$ cat src/sv/assert_macros.svh
// Assertion macros shared by the color signature learner RTL.
`ifndef ASSERT_MACROS_SVH
`define ASSERT_MACROS_SVH

// Same-cycle implication, checked at every rising edge outside reset.
`define HSSLC_ASSERT_IMPLIES(label, clk, rst, ante, cons) \
   label: assert property (@(posedge clk) disable iff (rst) (ante) |-> (cons)) \
      else $error("assertion failed: same-cycle implication");

// Next-cycle implication, checked at every rising edge outside reset.
`define HSSLC_ASSERT_NEXT(label, clk, rst, ante, cons) \
   label: assert property (@(posedge clk) disable iff (rst) (ante) |=> (cons)) \
      else $error("assertion failed: next-cycle implication");

`endif

$ cat src/sv/hsslc_pkg.sv
// Package with the constants and types of the color signature learner.
`timescale 1ns / 1ps
package hsslc_pkg;

   localparam int REGION_PIXELS  = 4096;
   localparam int NUM_SIGNATURES = 3;

   localparam int ADDR_W  = (REGION_PIXELS > 1) ? $clog2(REGION_PIXELS) : 1;
   localparam int COUNT_W = $clog2(REGION_PIXELS + 1);
   localparam int RATIO_W = 7;
   localparam int NEED_W  = COUNT_W + RATIO_W;
   localparam int PIX_W   = 8;
   localparam int SEL_W   = 2;
   localparam int BND_W   = 10;
   localparam int OUT_W   = 12;
   localparam int STEP_W  = 8;

   localparam logic [RATIO_W-1:0] RATIO_RESET = RATIO_W'(80);
   localparam logic [STEP_W-1:0]  FIRST_STEP  = STEP_W'(128);
   localparam int PASS_PERCENT = 100;
   localparam int HUE_WIDEN    = 2;
   localparam int SAT_WIDEN    = 3;

   localparam logic OP_LEARN    = 1'b0;
   localparam logic OP_CLASSIFY = 1'b1;

   localparam int CSR_ADDR_W = 3;
   localparam int CSR_DATA_W = 32;
   localparam logic CSR_RATIO_IDX = 1'b0;

   typedef struct packed {
      logic [PIX_W-1:0] hue;
      logic [PIX_W-1:0] sat;
   } sample_type;

   typedef struct packed {
      logic signed [OUT_W-1:0] hue_low;
      logic signed [OUT_W-1:0] hue_high;
      logic signed [OUT_W-1:0] sat_low;
      logic signed [OUT_W-1:0] sat_high;
   } bounds_type;

   typedef struct packed {
      logic               start;
      logic [COUNT_W-1:0] count;
      logic [RATIO_W-1:0] ratio;
      logic               done_ack;
   } learn_cmd_type;

   typedef struct packed {
      logic       busy;
      logic       done;
      bounds_type bounds;
   } learn_stat_type;

endpackage

$ cat src/sv/hsslc_learn_engine.sv
// Learning sequencer: eight bound-search passes over the region memory.
`timescale 1ns / 1ps
`include "assert_macros.svh"
module hsslc_learn_engine (
   input  logic                          clock,
   input  logic                          reset,
   input  hsslc_pkg::learn_cmd_type      cmd,
   output hsslc_pkg::learn_stat_type     stat,
   output logic                          rd_en,
   output logic [hsslc_pkg::ADDR_W-1:0]  rd_addr,
   input  hsslc_pkg::sample_type         rd_data
);

   localparam int ADDR_W  = hsslc_pkg::ADDR_W;
   localparam int COUNT_W = hsslc_pkg::COUNT_W;
   localparam int NEED_W  = hsslc_pkg::NEED_W;
   localparam int BND_W   = hsslc_pkg::BND_W;
   localparam int OUT_W   = hsslc_pkg::OUT_W;
   localparam int STEP_W  = hsslc_pkg::STEP_W;

   typedef enum logic [5:0] {
      ST_IDLE   = 6'b000001,
      ST_SCAN   = 6'b000010,
      ST_DRAIN  = 6'b000100,
      ST_UPDATE = 6'b001000,
      ST_WIDEN  = 6'b010000,
      ST_DONE   = 6'b100000
   } state_type;

   state_type                state_ff, state_in;
   logic [ADDR_W-1:0]        addr_ff, addr_in;
   logic [ADDR_W-1:0]        last_ff, last_in;
   logic                     empty_ff, empty_in;
   logic [NEED_W-1:0]        need_ff, need_in;
   logic [STEP_W-1:0]        step_ff, step_in;
   logic                     rd_valid_ff, rd_valid_in;
   logic signed [BND_W-1:0]  hlo_ff, hlo_in, hhi_ff, hhi_in;
   logic signed [BND_W-1:0]  slo_ff, slo_in, shi_ff, shi_in;
   logic signed [BND_W-1:0]  hmid_ff, hmid_in, smid_ff, smid_in;
   logic [COUNT_W-1:0]       cnt_ff [4];
   logic [COUNT_W-1:0]       cnt_in [4];
   hsslc_pkg::bounds_type    result_ff, result_in;

   logic signed [BND_W-1:0]  pix_h, pix_s, step_s;
   logic signed [BND_W:0]    hsum, ssum;
   logic [BND_W:0]           hsum_adj, ssum_adj;
   logic [3:0]               pass;

   // Midpoint truncated toward zero, then widening about that midpoint.
   function automatic logic signed [OUT_W-1:0] widen(
      input logic signed [BND_W-1:0] mid,
      input logic signed [BND_W-1:0] bound,
      input logic [1:0]              factor
   );
      logic signed [OUT_W-1:0] m;
      logic signed [OUT_W-1:0] d;
      m = OUT_W'(mid);
      d = OUT_W'(bound) - m;
      return m + d * OUT_W'(factor);
   endfunction

   always_comb begin
      pix_h  = BND_W'(rd_data.hue);
      pix_s  = BND_W'(rd_data.sat);
      step_s = BND_W'(step_ff);
      hsum   = (BND_W + 1)'(hlo_ff) + (BND_W + 1)'(hhi_ff);
      ssum   = (BND_W + 1)'(slo_ff) + (BND_W + 1)'(shi_ff);
      hsum_adj = hsum + (BND_W + 1)'(hsum[BND_W]);
      ssum_adj = ssum + (BND_W + 1)'(ssum[BND_W]);
      for (int k = 0; k < 4; k++) begin
         pass[k] = (NEED_W'(cnt_ff[k]) * NEED_W'(hsslc_pkg::PASS_PERCENT)) > need_ff;
      end
   end

   always_comb begin
      state_in    = state_ff;
      addr_in     = addr_ff;
      last_in     = last_ff;
      empty_in    = empty_ff;
      need_in     = need_ff;
      step_in     = step_ff;
      hlo_in      = hlo_ff;
      hhi_in      = hhi_ff;
      slo_in      = slo_ff;
      shi_in      = shi_ff;
      hmid_in     = hmid_ff;
      smid_in     = smid_ff;
      result_in   = result_ff;
      rd_valid_in = (state_ff == ST_SCAN);
      for (int k = 0; k < 4; k++) begin
         cnt_in[k] = cnt_ff[k];
      end

      if (rd_valid_ff) begin
         if (pix_h > hlo_ff) cnt_in[0] = cnt_ff[0] + COUNT_W'(1);
         if (pix_h < hhi_ff) cnt_in[1] = cnt_ff[1] + COUNT_W'(1);
         if (pix_s > slo_ff) cnt_in[2] = cnt_ff[2] + COUNT_W'(1);
         if (pix_s < shi_ff) cnt_in[3] = cnt_ff[3] + COUNT_W'(1);
      end

      case (state_ff)
         ST_IDLE: begin
            if (cmd.start) begin
               need_in  = NEED_W'(cmd.ratio) * NEED_W'(cmd.count);
               last_in  = ADDR_W'(cmd.count - COUNT_W'(1));
               empty_in = (cmd.count == '0);
               step_in  = hsslc_pkg::FIRST_STEP;
               addr_in  = '0;
               hlo_in   = '0;
               hhi_in   = '0;
               slo_in   = '0;
               shi_in   = '0;
               for (int k = 0; k < 4; k++) begin
                  cnt_in[k] = '0;
               end
               state_in = (cmd.count == '0) ? ST_UPDATE : ST_SCAN;
            end
         end
         ST_SCAN: begin
            addr_in = addr_ff + ADDR_W'(1);
            if (addr_ff == last_ff) begin
               state_in = ST_DRAIN;
            end
         end
         ST_DRAIN: begin
            state_in = ST_UPDATE;
         end
         ST_UPDATE: begin
            hmid_in = hsum_adj[BND_W:1];
            smid_in = ssum_adj[BND_W:1];
            hlo_in  = pass[0] ? hlo_ff + step_s : hlo_ff - step_s;
            hhi_in  = pass[1] ? hhi_ff - step_s : hhi_ff + step_s;
            slo_in  = pass[2] ? slo_ff + step_s : slo_ff - step_s;
            shi_in  = pass[3] ? shi_ff - step_s : shi_ff + step_s;
            step_in = step_ff >> 1;
            addr_in = '0;
            for (int k = 0; k < 4; k++) begin
               cnt_in[k] = '0;
            end
            if (step_ff == STEP_W'(1)) begin
               state_in = ST_WIDEN;
            end else begin
               state_in = empty_ff ? ST_UPDATE : ST_SCAN;
            end
         end
         ST_WIDEN: begin
            result_in.hue_low  = widen(hmid_ff, hlo_ff, 2'(hsslc_pkg::HUE_WIDEN));
            result_in.hue_high = widen(hmid_ff, hhi_ff, 2'(hsslc_pkg::HUE_WIDEN));
            result_in.sat_low  = widen(smid_ff, slo_ff, 2'(hsslc_pkg::SAT_WIDEN));
            result_in.sat_high = widen(smid_ff, shi_ff, 2'(hsslc_pkg::SAT_WIDEN));
            state_in = ST_DONE;
         end
         ST_DONE: begin
            if (cmd.done_ack) begin
               state_in = ST_IDLE;
            end
         end
         default: begin
            state_in = ST_IDLE;
         end
      endcase
   end

   always_ff @(posedge clock) begin
      if (reset) begin
         state_ff    <= ST_IDLE;
         rd_valid_ff <= 1'b0;
      end else begin
         state_ff    <= state_in;
         rd_valid_ff <= rd_valid_in;
      end
      addr_ff   <= addr_in;
      last_ff   <= last_in;
      empty_ff  <= empty_in;
      need_ff   <= need_in;
      step_ff   <= step_in;
      hlo_ff    <= hlo_in;
      hhi_ff    <= hhi_in;
      slo_ff    <= slo_in;
      shi_ff    <= shi_in;
      hmid_ff   <= hmid_in;
      smid_ff   <= smid_in;
      result_ff <= result_in;
      for (int k = 0; k < 4; k++) begin
         cnt_ff[k] <= cnt_in[k];
      end
   end

   assign rd_en       = (state_ff == ST_SCAN);
   assign rd_addr     = addr_ff;
   assign stat.busy   = (state_ff != ST_IDLE);
   assign stat.done   = (state_ff == ST_DONE);
   assign stat.bounds = result_ff;

   `HSSLC_ASSERT_IMPLIES(a_scan_in_region, clock, reset, state_ff == ST_SCAN, addr_ff <= last_ff)
   `HSSLC_ASSERT_IMPLIES(a_data_after_scan, clock, reset, rd_valid_ff, $past(state_ff) == ST_SCAN)
   `HSSLC_ASSERT_NEXT(a_start_busy, clock, reset, cmd.start && state_ff == ST_IDLE, state_ff != ST_IDLE)

endmodule

$ cat config.mk
export PLATFORM = sky130hd
export DESIGN_NAME = hsslc_learn_engine
export DESIGN_NICKNAME = d
export VERILOG_FILES = /design/src/sv/hsslc_pkg.sv /design/src/sv/hsslc_learn_engine.sv
export VERILOG_INCLUDE_DIRS = /design/src /design/src/sv
export SDC_FILE = /design/constraint.sdc
export NUM_CORES = 1
export LEC_CHECK = 0
export BUFFER_PORTS_ARGS = -buffer_cell sky130_fd_sc_hd__buf_2
export CORE_MARGIN = 3
export CORE_UTILIZATION = 45
export DETAILED_ROUTE_END_ITERATION = 7
export HOLD_SLACK_MARGIN = 0.06
export SYNTH_ARGS = -nofsm -noshare
export SYNTH_HDL_FRONTEND = slang
export SYNTH_SLANG_ARGS = --single-unit
$ cat constraint.sdc
create_clock -name clock -period 6.39 [get_ports clock]
set_clock_uncertainty 0.2 [all_clocks]
set_input_delay 0.639 -clock clock [delete_from_list [all_inputs] [get_ports clock]]
set_output_delay 0.639 -clock clock [all_outputs]
set_load 0.02 [all_outputs]
==> run summary <==
The total number of nets in the final design is 3629. The number of global-route vias before repair was 21034. The worst hold path belongs to the class in2reg.

The aggregate global routing overflow came out at 0. The first-pass GRT wire length is approximately 100000 um. The worst setup path is of the reg2reg kind. The mapped cell area came out at 25100 um^2.

The detailed router placed 20516 vias in this run. The starting density of the core is 0.456. The die covers 58800 um^2.

Across every metal layer, demand over resource in global routing totals 0.210. The number of max-capacitance violations reported is 0. Of the total power, the share spent switching nets is 0.416. The most used flip-flop cell after synthesis is edfxtp_1. The antenna diode count came out at 0.

For this block, the routed nets add up to 63000 um of wire. Measured against its own limit, the worst slew margin works out to 0.336. Summed over all nets, the half-perimeter wirelength after detailed placement is 48400 um. The root buffer cell chosen for the clock tree is clkbuf_16. The power density of the placed cells came out at 280 nW/um^2. The buffer depth of the longest clock path came out at 3. The worst vdd rail ir drop is around 0.00025 V. Measured along the y axis, the die boundary spans ~240 um. When the netlist entered floorplanning its net count stood at 3339. Setup repair after global routing could not meet its margin everywhere. The number of buffers inserted during clock tree synthesis came out at 30.

The final number of max-transition violations came out at 0. The gate count of the mapped netlist came out at 2723. The distinct cell type count after synthesis is a little over 80. The number of antenna-violating nets in the routed design came out at 0. In the final layout, the share of cells above drive strength 1 is 0.197. The sequential share of the synthesized area came out at 0.238. The share of total power dissipated in the clock network is 0.215.

TritonCTS built the clock tree. The worst path arrival time is 6.48 ns. The final hold violation count is 0. The worst setup slack for register-to-register paths came out at roughly 0.05 ns. The top achievable clock speed came out at 158 MHz. The growth of design area from synthesis to finish came out at 20.7%. The count of buffers from port buffering came out at about 100. The routed via count divided by cell count came out at 5.42. The post-synthesis async set-or-reset flop share is 0. From left edge to right edge, the die measures 242 um. In the finished design, the share of the clock period the worst path needs comes to 0.992.

The critical path launch point type is a register. During synthesis, Yosys emitted a total of 0 warnings. The boundary pin count came out at a little over 100. The sequential cell fraction of total power is 0.254.

The delay of the slowest cell on the worst path is between 0.5 and 0.6 ns. The number of sinks on the clock net is 219. The final-layout worst hold slack came out at between 0.1 and 0.15 ns. The number of antenna violations at the first check in global routing is 0. In this run the worst path has a maximum fanout of 3. In this run, synthesis inferred 160 flip-flops with an integrated enable.

The residual DRC count came out at 0. The core box area is 55200 um^2. The initial detailed-routing violation count came out at 889. The portion of total power attributed to combinational logic came out at 0.531. Subtracting the final worst setup slack from the clock period gives 6.34 ns.

After synthesis the netlist holds a flip-flop and latch count of approximately 220. At the pin with the least slew margin, the transition time is 0.994 ns. The global placer's final weighted congestion is 0.846. The pin count of the biggest net entering global routing came out at 48. The later pin in the worst-skew pair is clocked with a latency of 0.61 ns. The static leakage power is ~14 nW. The register clock-pin slew on the reported worst setup and hold paths is 0.06 ns. The row count is 86. For the final routed database, the setup TNS stands at 0 ns. The analysis attributes to net switching a power of 3.53 mW.

Counting stages on the worst path, the most repeated cell is buf_4. The setup violation total in the final timing report came out at 0. The cts-stage hold buffer count came out at 0. The flow ran to the end, and the final reports show no timing, DRC or antenna violations. The mean post-synth cell area is 9.23 um^2. The number of iterations in the first detailed-routing pass is 5. The required time of the critical path is between 6 and 7 ns. The slowest stage of the critical path belongs to the cell fa_1. Cell internal power was estimated by the tool at 4.96 mW. The per-cell routed wire length came out at 16.6 um. The H-tree depth came out at 1. The nature of the critical path endpoint is a register.
==> sequential cells by signal, indices dropped and copies added (netlist names), 8 cells and up <==
name and cells:
rd_addr 12, shi_ff 10, hhi_ff 10, hlo_ff 10, last_ff 12, smid_ff 10
cnt_ff 52, slo_ff 10, step_ff 8, hmid_ff 10, need_ff 20, stat 47
==> through the flow <==
stage / std cells / cell area [um^2] / setup WS (ns) / util / power (mW)
floorplan: 2723 / 25200 / -0.0778 / - / 5.34
global placement: 3689 / 27600 / -0.488 / 0.501 / 6.33
detailed placement: 3689 / 27600 / -0.610 / 0.501 / 6.49
CTS: 3771 / 29400 / -0.0349 / 0.532 / 8.45
global route: 3785 / 30300 / -0.211 / 0.550 / 9.21
finish: 3785 / 30300 / 0.0513 / 0.550 / 8.50
==> cell usage in the layout (no fill, tap or decap), types with 13 or more instances in the layout <==
cell type	instances
and4_1	17
o21ai_1	27
o21ai_0	73
nand2_1	172
nand2b_1	25
xnor2_1	148
buf_4	195
o211ai_1	13
or3_1	28
edfxtp_1	160
nand3_1	45
a21oi_1	120
and2_1	70
xor2_1	105
fa_1	114
o21a_1	18
ha_4	46
a21oi_2	21
nor2_1	191
nand4_1	18
nor2b_1	33
buf_2	102
inv_1	325
nor4_1	22
o21bai_1	15
dfxtp_1	37
a21o_1	44
ha_1	402
nor3_1	56
clkbuf_16	35
and3_1	22
a31oi_1	16
==> power by group through the flow <==
stage / combinational, mW / sequential, mW / clock [mW]
2_1_floorplan: 3.24 / 2.10 / 0
3_3_place_gp: 4.15 / 2.18 / 0
3_5_place_dp: 4.30 / 2.19 / 0
4_1_cts: 4.42 / 2.16 / 1.87
5_1_grt: 5.10 / 2.18 / 1.93
6_report: 4.51 / 2.16 / 1.82
==> cell usage after synthesis (20+ instances only) <==
master,n,share of area
a21o_1,44,0.013
xor2_1,107,0.037
and4_1,26,0.0091
nand2b_1,25,0.0062
nand3_1,47,0.0094
ha_1,456,0.23
clkbuf_1,31,0.0046
nand2_1,182,0.027
a21oi_1,145,0.029
nor2b_1,43,0.011
inv_1,337,0.050
dfxtp_1,59,0.047
nor4_1,22,0.0055
and3_1,22,0.0055
o21a_1,20,0.0060
and2_1,71,0.018
xnor2_1,153,0.053
o21ai_0,96,0.019
fa_1,120,0.096
nor2_1,194,0.029
nor3_1,62,0.012
or3_1,28,0.0070
edfxtp_1,160,0.19
==> timing repair <==
| item | in CTS | in global routing |
|---|---|---|
| setup buffers | 27 | 14 |
| pin swaps | 59 | 122 |
| hold endpoints to repair | 0 | 0 |
| setup endpoints to repair | 16 | 23 |
| resized for setup | 104 | 170 |
==> layer usage <==
layer	track usage	up-vias	wire [um]
met5	0	-	0
met4	0.0591	0	1790
met3	0.0240	104	2210
met2	0.378	376	31100
met1	0.266	9890	27900
li1	-	10146	-
==> final timing paths <==
check                             startpoint  depth (start not counted)            to
worst min-delay path                   reset                          2   state_ff[3]
worst max register to register  cnt_ff[1][3]                         32     hhi_ff[9]
worst max-delay path            cnt_ff[1][3]                         32     hhi_ff[9]
worst min register to register  cnt_ff[3][3]                          2  cnt_ff[3][3]
==> worst max-delay path: cells and delay by family, from the launching register on <==
family / cells / cell delay [ns]
adders and majority gates: 5 / 1.49
buffers and inverters: 14 / 1.59
DFF: 1 / 0.36
xor gates and xnor gates: 1 / 0.16
AOI/OAI and AO/OA: 7 / 1.73
and+or+nand+nor: 5 / 0.60
==> cell type report <==
class                      count  area, um^2
multi-input combinational   2119       18900
inverter                     339        1270
sequential                   219        6040
fill                        4866       24900
tap                          748         936
clock inverter                19         213
timing repair buffer         304        2050
clock buffer                  37         883
==> logic make-up after synthesis <==
group / after synthesis / synth area share
AND/OR/NAND/NOR: 785 / 0.159
XOR/XNOR: 260 / 0.0906
flip-flops: 219 / 0.238
buffers and inverters: 385 / 0.0582
AO/OA/AOI/OAI: 487 / 0.127
multiplexers: 11 / 0.00443
adder cells (fa/ha/maj): 576 / 0.322
No activity file was read; power rests on OpenSTA's default activity.
